`config.mk`:
```
export PLATFORM = sky130hd
export DESIGN_NAME = accel_velocity_integrator
export DESIGN_NICKNAME = d
export VERILOG_FILES = /design/src/design/avi_pkg.sv /design/src/design/avi_queue.sv /design/src/design/avi_front.sv /design/src/design/avi_back.sv /design/src/design/accel_velocity_integrator.sv
export SDC_FILE = /design/constraint.sdc
export NUM_CORES = 2
export LEC_CHECK = 0
export ABC_CLOCK_PERIOD_IN_PS = 13750
export BUFFER_PORTS_ARGS = -buffer_cell sky130_fd_sc_hd__buf_2
export CORE_MARGIN = 3
export CORE_UTILIZATION = 35
export CTS_CLUSTER_DIAMETER = 200
export DETAILED_ROUTE_END_ITERATION = 16
export PLACE_DENSITY = 0.61
export REMOVE_ABC_BUFFERS = 1
export SETUP_SLACK_MARGIN = 0.2
export SYNTH_ARGS = -nofsm -noshare
export SYNTH_HDL_FRONTEND = slang
export SYNTH_SLANG_ARGS = --single-unit
```
`constraint.sdc`:
```
create_clock -name clk_i -period 13.75 [get_ports clk_i]
set_clock_uncertainty 0.05 [all_clocks]
set_input_delay 1.375 -clock clk_i [delete_from_list [all_inputs] [get_ports clk_i]]
set_output_delay 1.375 -clock clk_i [all_outputs]
set_load 0.01 [all_outputs]
```
`src/design/avi_pkg.sv`:
```
`timescale 1ns / 1ps
// Shared types and constants of the accelerometer velocity integrator.
// Used by the front, the command queue, the back and the top level.
package avi_pkg;

  // Field and state widths
  localparam int unsigned SampleW   = 8;
  localparam int unsigned SumW      = 12;
  localparam int unsigned DeadbandW = 10;
  localparam int unsigned GainW     = 24;
  localparam int unsigned PeriodW   = 8;
  localparam int unsigned DigitW    = 4;
  localparam int unsigned SpeedW    = 31;
  localparam int unsigned VelW      = 32;
  localparam int unsigned CfgIdxW   = 2;
  localparam int unsigned CfgDataW  = 24;

  // Defaults
  localparam int unsigned WindowLenDefault = 5;
  localparam int unsigned QueueDepth       = 2;

  // Configuration register reset values
  localparam logic [DeadbandW-1:0] DeadbandReset = 10'd15;
  localparam logic [GainW-1:0]     GainReset     = 24'd41428;
  localparam logic [PeriodW-1:0]   PeriodReset   = 8'd8;

  // Configuration register indexes
  localparam logic [CfgIdxW-1:0] CfgDeadband = 2'd0;
  localparam logic [CfgIdxW-1:0] CfgGain     = 2'd1;
  localparam logic [CfgIdxW-1:0] CfgPeriod   = 2'd2;

  // Command from the front to the back
  typedef struct packed {
    logic                   integ;    // window closed outside the dead band
    logic                   readout;  // emit a speed readout
    logic signed [SumW-1:0] sum;      // running window sum; the closed window sum when integ is set
  } avi_cmd_t;

endpackage

```
`src/design/avi_queue.sv`:
```
`timescale 1ns / 1ps
// Short command queue between the front and the back.
// Depends on avi_pkg for the command type.
module avi_queue
  import avi_pkg::*;
#(
  parameter int unsigned Depth = QueueDepth
) (
  input  logic     clk_i,
  input  logic     rst_ni,
  input  logic     push_i,
  input  avi_cmd_t push_cmd_i,
  output logic     full_o,
  input  logic     pop_i,
  output logic     empty_o,
  output avi_cmd_t pop_cmd_o
);

  localparam int unsigned AddrW = (Depth > 1) ? $clog2(Depth) : 1;
  localparam int unsigned CntW  = $clog2(Depth + 1);

  avi_cmd_t            slot_q [Depth];
  logic [AddrW-1:0]    wr_ptr_q, wr_ptr_d;
  logic [AddrW-1:0]    rd_ptr_q, rd_ptr_d;
  logic [CntW-1:0]     cnt_q, cnt_d;
  logic                do_push, do_pop;

  assign full_o    = (cnt_q == CntW'(Depth));
  assign empty_o   = (cnt_q == '0);
  assign pop_cmd_o = slot_q[rd_ptr_q];
  assign do_push   = push_i && !full_o;
  assign do_pop    = pop_i && !empty_o;

  // Advance pointers with wrap at the depth
  always_comb begin
    wr_ptr_d = wr_ptr_q;
    rd_ptr_d = rd_ptr_q;
    cnt_d    = cnt_q;
    if (do_push) begin
      wr_ptr_d = (wr_ptr_q == AddrW'(Depth - 1)) ? '0 : wr_ptr_q + 1'b1;
    end
    if (do_pop) begin
      rd_ptr_d = (rd_ptr_q == AddrW'(Depth - 1)) ? '0 : rd_ptr_q + 1'b1;
    end
    if (do_push && !do_pop) begin
      cnt_d = cnt_q + 1'b1;
    end else if (do_pop && !do_push) begin
      cnt_d = cnt_q - 1'b1;
    end
  end

  always_ff @(posedge clk_i or negedge rst_ni) begin
    if (!rst_ni) begin
      wr_ptr_q <= '0;
      rd_ptr_q <= '0;
      cnt_q    <= '0;
    end else begin
      wr_ptr_q <= wr_ptr_d;
      rd_ptr_q <= rd_ptr_d;
      cnt_q    <= cnt_d;
    end
  end

  // Store pushed commands
  always_ff @(posedge clk_i) begin
    if (do_push) begin
      slot_q[wr_ptr_q] <= push_cmd_i;
    end
  end

endmodule

```
`src/design/avi_front.sv`:
```
`timescale 1ns / 1ps
// Front end: takes samples, sums windows, applies the dead band and times
// readouts, then queues commands for the back. Depends on avi_pkg.
module avi_front
  import avi_pkg::*;
#(
  parameter int unsigned WindowLen = WindowLenDefault
) (
  input  logic                      clk_i,
  input  logic                      rst_ni,
  input  logic                      in_valid_i,
  output logic                      in_stall_o,
  input  logic signed [SampleW-1:0] sample_i,
  input  logic [DeadbandW-1:0]      deadband_i,
  input  logic [PeriodW-1:0]        period_i,
  input  logic                      q_full_i,
  output logic                      q_push_o,
  output avi_cmd_t                  q_cmd_o
);

  localparam int unsigned CntW = $clog2(WindowLen + 1);

  logic signed [SumW-1:0] sum_q, sum_d;
  logic [CntW-1:0]        win_cnt_q, win_cnt_d;
  logic [PeriodW-1:0]     rd_cnt_q, rd_cnt_d;
  logic                   accept;
  logic signed [SumW-1:0] new_sum;
  logic [SumW-1:0]        mag;
  logic                   close_win;
  logic                   emit;

  assign in_stall_o = q_full_i;
  assign accept     = in_valid_i && !q_full_i;

  // Classify the sample: window close, dead band, readout
  always_comb begin
    new_sum   = sum_q + SumW'(sample_i);
    mag       = new_sum[SumW-1] ? SumW'(-new_sum) : SumW'(new_sum);
    close_win = (win_cnt_q == CntW'(WindowLen - 1));
    emit      = (rd_cnt_q == (period_i - 1'b1));

    q_cmd_o.integ   = close_win && (mag > SumW'(deadband_i));
    q_cmd_o.readout = emit;
    q_cmd_o.sum     = new_sum;
    q_push_o        = accept && (q_cmd_o.integ || emit);

    sum_d     = sum_q;
    win_cnt_d = win_cnt_q;
    rd_cnt_d  = rd_cnt_q;
    if (accept) begin
      sum_d     = close_win ? '0 : new_sum;
      win_cnt_d = close_win ? '0 : win_cnt_q + 1'b1;
      rd_cnt_d  = emit ? '0 : rd_cnt_q + 1'b1;
    end
  end

  always_ff @(posedge clk_i or negedge rst_ni) begin
    if (!rst_ni) begin
      sum_q     <= '0;
      win_cnt_q <= '0;
      rd_cnt_q  <= '0;
    end else begin
      sum_q     <= sum_d;
      win_cnt_q <= win_cnt_d;
      rd_cnt_q  <= rd_cnt_d;
    end
  end

endmodule

```
`src/design/avi_back.sv`:
```
`timescale 1ns / 1ps
// Back end: integrates windows into velocity by the trapezoid rule and
// converts the shown velocity into km/h digits. Depends on avi_pkg.
module avi_back
  import avi_pkg::*;
(
  input  logic               clk_i,
  input  logic               rst_ni,
  input  logic [GainW-1:0]   gain_i,
  input  logic               q_empty_i,
  input  avi_cmd_t           q_cmd_i,
  output logic               q_pop_o,
  output logic               out_valid_o,
  input  logic               out_stall_i,
  output logic [DigitW-1:0]  hundreds_digit_o,
  output logic [DigitW-1:0]  tens_digit_o,
  output logic [DigitW-1:0]  units_digit_o,
  output logic [SpeedW-1:0]  speed_value_o
);

  localparam int unsigned ProdW = SumW + 1 + GainW + 1 - 1;  // 13 x 25 signed
  localparam int unsigned AccW  = ProdW + 1 - 8;
  localparam int unsigned QW    = 21;
  localparam int unsigned KmhW  = 10;
  localparam int unsigned RemW  = 7;
  localparam logic [QW-1:0]   KmhSatQ = 21'd10000;
  localparam logic [KmhW-1:0] KmhMax  = 10'd999;

  typedef enum logic [3:0] {
    StIdle, StMul, StAcc, StHalf, StVel, StKmh, StDiv, StDig1, StDig2, StOut
  } state_e;

  state_e                 state_q;
  logic                   readout_q;
  logic signed [VelW-1:0] prior_vel_q, prior_acc_q, shown_q;
  logic                   out_valid_q;
  logic [DigitW-1:0]      hund_out_q, tens_out_q, units_out_q;
  logic [SpeedW-1:0]      speed_out_q;

  // Datapath registers
  logic signed [SumW-1:0]  sum_q;
  logic signed [ProdW-1:0] prod_q;
  logic signed [VelW-1:0]  acc_q, half_q;
  logic [QW-1:0]           q_q;
  logic [KmhW-1:0]         kmh_q;
  logic [DigitW-1:0]       hund_q, tens_q;
  logic [RemW-1:0]         rem_q;

  logic signed [SumW:0]    neg_sum;
  logic signed [ProdW-1:0] prod_d;
  logic signed [ProdW:0]   rnd;
  logic signed [VelW:0]    acc_sum;
  logic signed [VelW+1:0]  vel_wide;
  logic signed [VelW-1:0]  vel_sat;
  logic [SpeedW+5:0]       v36;
  logic [29:0]             div_prod;
  logic [15:0]             hund_prod;
  logic [14:0]             tens_prod;
  logic                    out_free;

  assign q_pop_o          = (state_q == StIdle) && !q_empty_i;
  assign out_free         = !out_valid_q || !out_stall_i;
  assign out_valid_o      = out_valid_q;
  assign hundreds_digit_o = hund_out_q;
  assign tens_digit_o     = tens_out_q;
  assign units_digit_o    = units_out_q;
  assign speed_value_o    = speed_out_q;

  // Arithmetic of each step
  always_comb begin
    neg_sum   = -$signed({sum_q[SumW-1], sum_q});
    prod_d    = neg_sum * $signed({1'b0, gain_i});
    rnd       = $signed({prod_q[ProdW-1], prod_q}) + (ProdW+1)'(128);
    acc_sum   = $signed({prior_acc_q[VelW-1], prior_acc_q}) +
                $signed({acc_q[VelW-1], acc_q});
    vel_wide  = $signed({{2{prior_vel_q[VelW-1]}}, prior_vel_q}) +
                $signed({{2{half_q[VelW-1]}}, half_q});
    if (vel_wide[VelW+1:VelW-1] == 3'b000 || vel_wide[VelW+1:VelW-1] == 3'b111) begin
      vel_sat = vel_wide[VelW-1:0];
    end else if (vel_wide[VelW+1]) begin
      vel_sat = {1'b1, {(VelW-1){1'b0}}};
    end else begin
      vel_sat = {1'b0, {(VelW-1){1'b1}}};
    end
    v36       = ({6'd0, shown_q[SpeedW-1:0]} << 5) + ({6'd0, shown_q[SpeedW-1:0]} << 2);
    div_prod  = 30'(q_q[13:0]) * 30'd52429;
    hund_prod = 16'(kmh_q) * 16'd41;
    tens_prod = 15'(rem_q) * 15'd205;
  end

  // Sequence commands and hold the velocity state and the result
  always_ff @(posedge clk_i or negedge rst_ni) begin
    if (!rst_ni) begin
      state_q     <= StIdle;
      readout_q   <= 1'b0;
      prior_vel_q <= '0;
      prior_acc_q <= '0;
      shown_q     <= '0;
      out_valid_q <= 1'b0;
      hund_out_q  <= '0;
      tens_out_q  <= '0;
      units_out_q <= '0;
      speed_out_q <= '0;
    end else begin
      if (out_valid_q && !out_stall_i && state_q != StOut) begin
        out_valid_q <= 1'b0;
      end
      case (state_q)
        StIdle: begin
          if (!q_empty_i) begin
            readout_q <= q_cmd_i.readout;
            state_q   <= q_cmd_i.integ ? StMul : StKmh;
          end
        end
        StMul:  state_q <= StAcc;
        StAcc:  state_q <= StHalf;
        StHalf: state_q <= StVel;
        StVel: begin
          prior_vel_q <= vel_sat;
          prior_acc_q <= acc_q;
          shown_q     <= vel_sat[VelW-1] ? '0 : vel_sat;
          state_q     <= readout_q ? StKmh : StIdle;
        end
        StKmh:  state_q <= StDiv;
        StDiv:  state_q <= StDig1;
        StDig1: state_q <= StDig2;
        StDig2: state_q <= StOut;
        StOut: begin
          if (out_free) begin
            out_valid_q <= 1'b1;
            hund_out_q  <= hund_q;
            tens_out_q  <= tens_prod[14:11];
            units_out_q <= DigitW'(rem_q - RemW'(tens_prod[14:11]) * RemW'(10));
            speed_out_q <= shown_q[SpeedW-1:0];
            state_q     <= StIdle;
          end
        end
        default: state_q <= StIdle;
      endcase
    end
  end

  // Advance the datapath registers
  always_ff @(posedge clk_i) begin
    if (q_pop_o) begin
      sum_q <= q_cmd_i.sum;
    end
    prod_q <= prod_d;
    if (state_q == StAcc) begin
      acc_q <= {{(VelW-AccW+1){rnd[ProdW]}}, rnd[ProdW-1:8]};
    end
    if (state_q == StHalf) begin
      half_q <= acc_sum[VelW:1];
    end
    if (state_q == StKmh) begin
      q_q <= v36[SpeedW+5:16];
    end
    if (state_q == StDiv) begin
      kmh_q <= (q_q >= KmhSatQ) ? KmhMax : div_prod[28:19];
    end
    if (state_q == StDig1) begin
      hund_q <= hund_prod[15:12];
    end
    if (state_q == StDig2) begin
      rem_q <= RemW'(kmh_q - KmhW'(hund_q) * KmhW'(100));
    end
  end

endmodule

```
`src/design/accel_velocity_integrator.sv`:
```
`timescale 1ns / 1ps
// Top level of the accelerometer velocity integrator: configuration
// registers, front end, command queue and back end. Depends on avi_pkg.

// A sample is taken in the cycle it arrives while the two-entry command
// queue has room; the front stalls only when the queue is full. The back
// works one command at a time: a window that closes outside the dead band
// goes through pop, multiply, round, trapezoid half-sum and velocity
// update with saturation, and a readout through scale to km/h, divide by
// ten, the digit steps and the output step, which waits while the output
// register holds a result not yet taken. While the back is busy, the
// front keeps taking samples until the command queue is full.
// Speed is reported as three km/h digits saturated at 999 together with
// the clamped velocity in unsigned Q15.16 m/s.
module accel_velocity_integrator
  import avi_pkg::*;
#(
  parameter int unsigned WINDOW_LEN = WindowLenDefault
) (
  input  logic                      clk_i,
  input  logic                      rst_ni,
  input  logic                      in_valid_i,
  output logic                      in_stall_o,
  input  logic signed [SampleW-1:0] sample_i,
  output logic                      out_valid_o,
  input  logic                      out_stall_i,
  output logic [DigitW-1:0]         hundreds_digit_o,
  output logic [DigitW-1:0]         tens_digit_o,
  output logic [DigitW-1:0]         units_digit_o,
  output logic [SpeedW-1:0]         speed_value_o,
  input  logic                      cfg_we_i,
  input  logic [CfgIdxW-1:0]        cfg_index_i,
  input  logic [CfgDataW-1:0]       cfg_data_i
);

  logic [DeadbandW-1:0] deadband_q;
  logic [GainW-1:0]     gain_q;
  logic [PeriodW-1:0]   period_q;
  logic                 q_full, q_empty, q_push, q_pop;
  avi_cmd_t             push_cmd, pop_cmd;

  // Write configuration registers; drop unknown indexes
  always_ff @(posedge clk_i or negedge rst_ni) begin
    if (!rst_ni) begin
      deadband_q <= DeadbandReset;
      gain_q     <= GainReset;
      period_q   <= PeriodReset;
    end else if (cfg_we_i) begin
      case (cfg_index_i)
        CfgDeadband: deadband_q <= cfg_data_i[DeadbandW-1:0];
        CfgGain:     gain_q     <= cfg_data_i[GainW-1:0];
        CfgPeriod:   period_q   <= cfg_data_i[PeriodW-1:0];
        default: ;
      endcase
    end
  end

  avi_front #(
    .WindowLen (WINDOW_LEN)
  ) u_front (
    .clk_i      (clk_i),
    .rst_ni     (rst_ni),
    .in_valid_i (in_valid_i),
    .in_stall_o (in_stall_o),
    .sample_i   (sample_i),
    .deadband_i (deadband_q),
    .period_i   (period_q),
    .q_full_i   (q_full),
    .q_push_o   (q_push),
    .q_cmd_o    (push_cmd)
  );

  avi_queue #(
    .Depth (QueueDepth)
  ) u_queue (
    .clk_i      (clk_i),
    .rst_ni     (rst_ni),
    .push_i     (q_push),
    .push_cmd_i (push_cmd),
    .full_o     (q_full),
    .pop_i      (q_pop),
    .empty_o    (q_empty),
    .pop_cmd_o  (pop_cmd)
  );

  avi_back u_back (
    .clk_i            (clk_i),
    .rst_ni           (rst_ni),
    .gain_i           (gain_q),
    .q_empty_i        (q_empty),
    .q_cmd_i          (pop_cmd),
    .q_pop_o          (q_pop),
    .out_valid_o      (out_valid_o),
    .out_stall_i      (out_stall_i),
    .hundreds_digit_o (hundreds_digit_o),
    .tens_digit_o     (tens_digit_o),
    .units_digit_o    (units_digit_o),
    .speed_value_o    (speed_value_o)
  );

endmodule
```
# --- Word-level counts from Yosys, hierarchy flattened ---
# Memories as Yosys holds them, arrays and structs flattened.
# Index checks and enable logic that the tools add are counted.
word_totals:
  output_inout_bits: 45
  elab_cells: 122
  input_bits: 39
  mem_count: 1
  ramBits: 28
  reg_bits: 362
classes:
  muxes: 21
  bitwise: 1
  eq_ne: 18
  add_sub_neg: 16
  n_reduce_logical: 30
  magnitude_cmp: 2
  n_mul: 6
mem_list:
  columns: ["memory", "words", "width", "rd", "rd_ports_with_merged_regs", "write_ports", "line_no", "rtl"]
  rows:
  - ["u_queue.slot_q", 2, 14, 1, 0, 1, "avi_queue.sv:22", "avi_cmd_t slot_q [Depth];"]
op_table:
  columns: ["cell", "n"]
  rows:
  - ["two-way mux 32 bit", 2]
  - ["case mux 4 bit (10 select lines)", 1]
  - ["adder 37 x 9 -> 38 bit (second input constant)", 1]
  - ["adder 36 x 33 -> 37 bit", 1]
  - ["multiplier 13 x 25 -> 37 bit", 1]
  - ["adder 32 x 30 -> 33 bit", 1]
  - ["adder 30 x 30 -> 31 bit", 1]
  - ["two-way mux 31 bit", 1]
  - ["multiplier 14 x 16 -> 29 bit (second input constant)", 1]
  - ["two-way mux 12 bit", 2]
  - [">= comparator 21 x 14 -> 1 bit (second input constant)", 1]
  - ["== test 4 x 3 -> 1 bit (second input constant)", 4]
  - ["multiplier 10 x 6 -> 16 bit (second input constant)", 1]
  - ["multiplier 7 x 8 -> 15 bit (second input constant)", 1]
  - ["negator 12 -> 13 bit", 1]
  - ["adder 12 x 8 -> 12 bit", 1]
  - ["> comparator 12 x 10 -> 1 bit", 1]
  - ["negator 12 bit", 1]
  - ["AND reduction 2 bit", 6]
  - ["logical AND 1 bit", 10]
  - ["two-way mux 3 bit", 3]
  - ["adder 8 x 1 -> 8 bit (second input constant)", 1]
  - ["== test 4 x 2 -> 1 bit (second input constant)", 2]
  - ["== test 4 bit (second input constant)", 2]
  - ["28 further kinds", 47]

# --- Depth between registers and ports, before layout ---
logic_depth:
  ltp_word: 12
  mapped_depth: 30
  mapped_depth_nobuf: 28

# --- By module ---
# Synthesis repeated with hierarchy kept, for this count alone.
hier_totals:
  hier_cells: 3400
  hier_area_um2: 34351.7
modules_own_cells:
  columns: ["module", "n_inst", "area_per_inst_um2", "seq_area_each_um2", "cells_each"]
  rows:
  - ["avi_back", 1, 28962.8, 7577.3, 2961]
  - ["avi_front", 1, 2437.3, 575.6, 286]
  - ["accel_velocity_integrator", 1, 1691.6, 1066.0, 90]
  - ["avi_queue", 1, 1260.0, 940.9, 63]

# --- Least setup slack after synthesis ---
# OpenSTA, ideal clock, no wires.
synth_timing:
  kind: "reg2reg"
  start: "register u_back.sum_q[0]"
  end: "register u_back.prod_q[33]"
  period_less_slack_ns: 7.808
  required_ns: 13.580
  path_stages_with_launch: 27
  arrival_time_ns: 7.638
  n_path_buf: 3
  slack_ns: 5.942
  setup_ns: 0.120
  path_cell_list: "edfxtp_1 > clkbuf_1 > inv_1 > ha_1 > nand2_1 > or3_1 > or3_1 > nor4_1 > or2_2 > buf_2 > buf_2 > nor2_1 > fa_1 > fa_1 > fa_1 > fa_1 > fa_1 > ha_1 > ha_1 > a21oi_1 > o22ai_1 > a221oi_1 > a31oi_1 > or3_1 > a211oi_1 > nor4_1 > o31a_1"
synth_between:
  elab_chain_len: 2
synth_rtl:
  columns: ["item", "line_no", "rtl"]
  rows:
  - ["start: declaration", "avi_back.sv:41", "logic signed [SumW-1:0] sum_q;"]
  - ["start signal: assignment", "avi_back.sv:146", "sum_q <= q_cmd_i.sum;"]
  - ["negator 12 -> 13 bit", "avi_back.sv:71", "neg_sum = -$signed({sum_q[SumW-1], sum_q});"]
  - ["multiplier 13 x 25 -> 37 bit", "avi_back.sv:72", "prod_d = neg_sum * $signed({1'b0, gain_i});"]
  - ["net u_back.prod_d[33]", "avi_back.sv:50", "logic signed [ProdW-1:0] prod_d;"]
  - ["end signal: assignment", "avi_back.sv:148", "prod_q <= prod_d;"]
  - ["end: declaration", "avi_back.sv:42", "logic signed [ProdW-1:0] prod_q;"]
# The timed path passes the listed nets, and every way through them passes these cells.
# A chain may end at the register's enable or synchronous reset.

# --- Worst setup path in the final report ---
# Same ends and word-level chain as after synthesis.

==> results.md <==
- Run status: complete, no violations
- Die H: 317.4 microns
- Post-place instance area: 35820 sq um
- Post-route worst setup slack: 5.361 ns
- Flip-flop and latch count after synthesis: 383
- Ratio of cells with drive above 1 in the final layout: 0.08951
- Class of the worst hold path: reg2reg
- Mapped Cells: 3408
- Post-route DRC violation count: 0
- Max-slew violation count: 0
- Place WS: around 5.4 ns
- Detailed route wirelength on metal3: approximately 2400 microns
- Cell area after synthesis: 33940 sq um
- Length of the first detailed-routing pass in iterations: 5
- Critical path data required time: around 14 ns
- CTS resizes: 0
- Buffers inserted during post-CTS setup optimization: 0
- Count of synthesis-stage warnings from yosys: 0
- Category of the worst setup path capture point: flip-flop
- Wire length of the first global-routing pass: 125800 microns
- Top achievable clock speed: 0.1192 GHz
- Final setup violation count: 0
- Vias in the first global route: 24540
- Netlist cell types: 79
- Wire length on met2: 36960 microns
- Number of clock sinks seen by CTS: 383
- Mean instance size in the synthesized netlist: 9.960 sq um
- HP Start: u_back.units_digit_o[1]
- Endpoint of the most critical register-to-register path: u_back.prod_q[33]
- Total number of vias: 23360
- # hold bufs at CTS: 0
- Final-report hold violation count: 0
- Starting density of the core: 0.3551
- Vias/cell: 4.905
- Die Wd: between 300 and 400 microns
- Standard-cell row count: 113
- Slack of the worst reg-to-reg path: 5.36 ns
- Sequential area share after synthesis: 0.2993
- Accumulated negative setup slack: 0 ns
- Number of port buffers: 83
- Filler instances: between 9000 and 10000
- Total Wirelength: 73870 microns
- Count of nets left with antenna violations after detail routing: 0
- Remaining Overflow, GRT: 0
- Ant. Diodes: 0
- Core ar.: 95580 sq um
- Tot GR Track Use: 0.1490
- Clock Pin Slew Worst Setup and Hold Paths: 0.07 ns
- Portion of the clock cycle consumed by the worst path in the final layout: 0.6101
- Final design instance area without fill: ~37000 sq um
- Pin count of the biggest net entering global routing: 97
- CTS tree: done
- Type of the setup path with the least slack: reg2reg
- Area added between synthesis and finish: 9.783%
- Avg WL per Cell: 15.51 microns
- Fraction of synthesis flops using an asynchronous set or reset pin: 0.5509
- Initial antenna violation count: 0
- H-tree depth: 2
- Prevailing post-synth register cell: dfrtp_1
- Floorplan die area: 100800 sq um
- Final estimated routing congestion in global placement: 0.9256
- Max-cap violations: 0
- Arrival time of data at the critical path endpoint: 8.87 ns
- Maximum fanout along the worst path: 25
- Endpoint with the worst hold slack: u_back.units_digit_o[1]
- Estimated wirelength of the detail-placed design: 58160 microns
- Metal1 wirelength: between 30000 and 40000 microns
- Number of cells on the worst reg-to-reg path: 25
- Number of buffers created by CTS: 45
- Unrepaired setup endpoints after global routing: false
- Number of primary I/O pins: 84
- Highest layer used for signal routing: met4
- Worst slew margin relative to its limit: 0.3615
- Clock root buffer: clkbuf_16
- Reg-to-reg startpoint: u_back.sum_q[0]
- Tightest Pin Transition: between 0.9 and 1 ns
- Element type at the critical path start: flip-flop
- Worst-case clock buffer depth: 3
- Final worst path period need: 8.389 ns
- DR iter-0 viols: 1138
- Post-synth EDFFs: around 140
- Worst-skew pair later-pin latency: 0.59 ns
- Number of nets at the end of the flow: around 4200
- Count of cells along the worst hold path: 2
## cell families (layout without fill, tap and decap cells)
family	count (synthesis)	count (layout)	synth area share
multiplexers	91	91	0.02990
AND/OR/NAND/NOR	1033	1033	0.1396
buffers and inverters	492	581	0.05467
XOR/XNOR	179	179	0.04619
flip-flops	383	383	0.2993
adder cells (fa/ha/maj)	717	717	0.3333
AO/OA/AOI/OAI	513	513	0.09702
## registers in the layout, summed over array words and instances (netlist names), 8 cells and up
signal and cells:
u_back.prior_vel_q 32, u_back.prior_acc_q 30, period_q 8, u_back.half_q 30, u_front.rd_cnt_q 8, deadband_q 10, u_front.sum_q 12, u_back.kmh_q 10
u_back.shown_q 31, u_back.q_q 21, gain_q 24, u_back.sum_q 12, u_back.acc_q 30, u_back.prod_q 30, u_back.speed_value_o 31, u_queue.slot_q 28
## metrics by stage
step / std cells / hold slack, ns / util
floorplan: 3302 / 0.3979 / -
global placement: 4678 / 0.4071 / 0.3748
detailed placement: 4678 / 0.4173 / 0.3748
CTS: 4762 / 0.4316 / 0.3899
global route: 4762 / 0.4496 / 0.3899
finish: 4762 / 0.4233 / 0.3899
## cell type report
| cell class | instances | area [sq um] | share of cell area |
|---|---|---|---|
| Tap cell | 1265 | 1583 | 0.04248 |
| Sequential cell | 383 | 10160 | 0.2726 |
| Inverter | 386 | 1449 | 0.03888 |
| Timing Repair Buffer | 111 | 635.6 | 0.01706 |
| Multi-Input combinational cell | 2533 | 21990 | 0.5902 |
| Clock buffer | 57 | 1222 | 0.03281 |
| Clock inverter | 27 | 221.5 | 0.005943 |
## worst max-delay path: stages, from the launching register on
cell and delay (ns):
edfxtp_1 0.69, inv_1 0.14, ha_1 0.22, nand2_1 0.09, or3_1 0.34, or3_1 0.37, nor4_1 0.24, buf_4 0.22
or2_2 0.43, nor2_1 0.12, fa_1 0.53, fa_1 0.52, fa_1 0.52, fa_1 0.51, fa_1 0.49, ha_1 0.31
ha_1 0.35, a21o_1 0.17, a21o_1 0.18, a221oi_1 0.37, a31oi_1 0.21, or3_1 0.44, a211oi_1 0.34, nor4_1 0.12
o21ai_1 0.18, o31a_1 0.15
## per-layer routing
layer | GRT usage | vias up
met2 | 0.2649 | 294
met5 | 0 | -
met4 | 0.03307 | 0
li1 | - | 11560
met1 | 0.1930 | 11430
met3 | 0.01946 | 74
## cells in the mapped netlist (all sizes together) (9+ instances only)
master	number	area, sq um
nand2	462	1734
ha	405	5067
inv	385	1445
fa	312	6246
nor2	205	769.5
dfrtp	199	4980
o21ai	151	755.7
edfxtp	142	4264
a21oi	130	650.6
xnor2	119	1042
and2	110	688.2
clkbuf	92	345.3
mux2	83	934.7
xor2	60	525.5
a21o	48	360.4
nand3	47	235.2
nor3	44	220.2
o31ai	32	259.0
dfxtp	30	600.6
o21a	26	195.2
nor2b	25	156.4
nand2b	24	150.1
and3	23	143.9
or3	23	143.9
nand4	22	137.6
a211oi	19	152.6
buf	14	61.31
nor4	13	87.58
dfstp	12	315.3
o21bai	11	82.58
a22o	10	87.58
a31oi	9	62.56
nor3b	9	67.56
o211ai	9	67.56
## cell usage in the layout, fill, tap and decap left out, types with 30 or more instances in the layout
cell       instances
nand2_1          462
and2_1           108
clkbuf_16         46
fa_1             312
dfxtp_1           30
inv_1            385
ha_1             405
xnor2_1          116
o31ai_1           30
dfrtp_1          199
a21oi_1          130
buf_2             82
nor2_1           205
xor2_1            60
nand3_1           47
mux2_2            83
o21ai_0          125
a21o_1            48
edfxtp_1         142
nor3_1            42
## worst max-delay path by stage
stage	end	cells past startpoint	slack, ns	from
6_report	u_back.prod_q[33]	25	5.36	u_back.sum_q[0]
4_1_cts	u_back.prod_q[33]	25	5.30	u_back.sum_q[0]
3_3_place_gp	u_back.prod_q[34]	25	5.44	u_back.sum_q[0]
5_1_grt	u_back.prod_q[33]	27	4.71	u_back.sum_q[0]
3_5_place_dp	u_back.prod_q[34]	25	5.36	u_back.sum_q[0]
2_1_floorplan	u_back.prod_q[33]	22	5.92	u_back.sum_q[0]
Power is left out: the tool's default activity adds up to more than one toggle a clock period on the data nets, which glitch-free logic cannot reach.
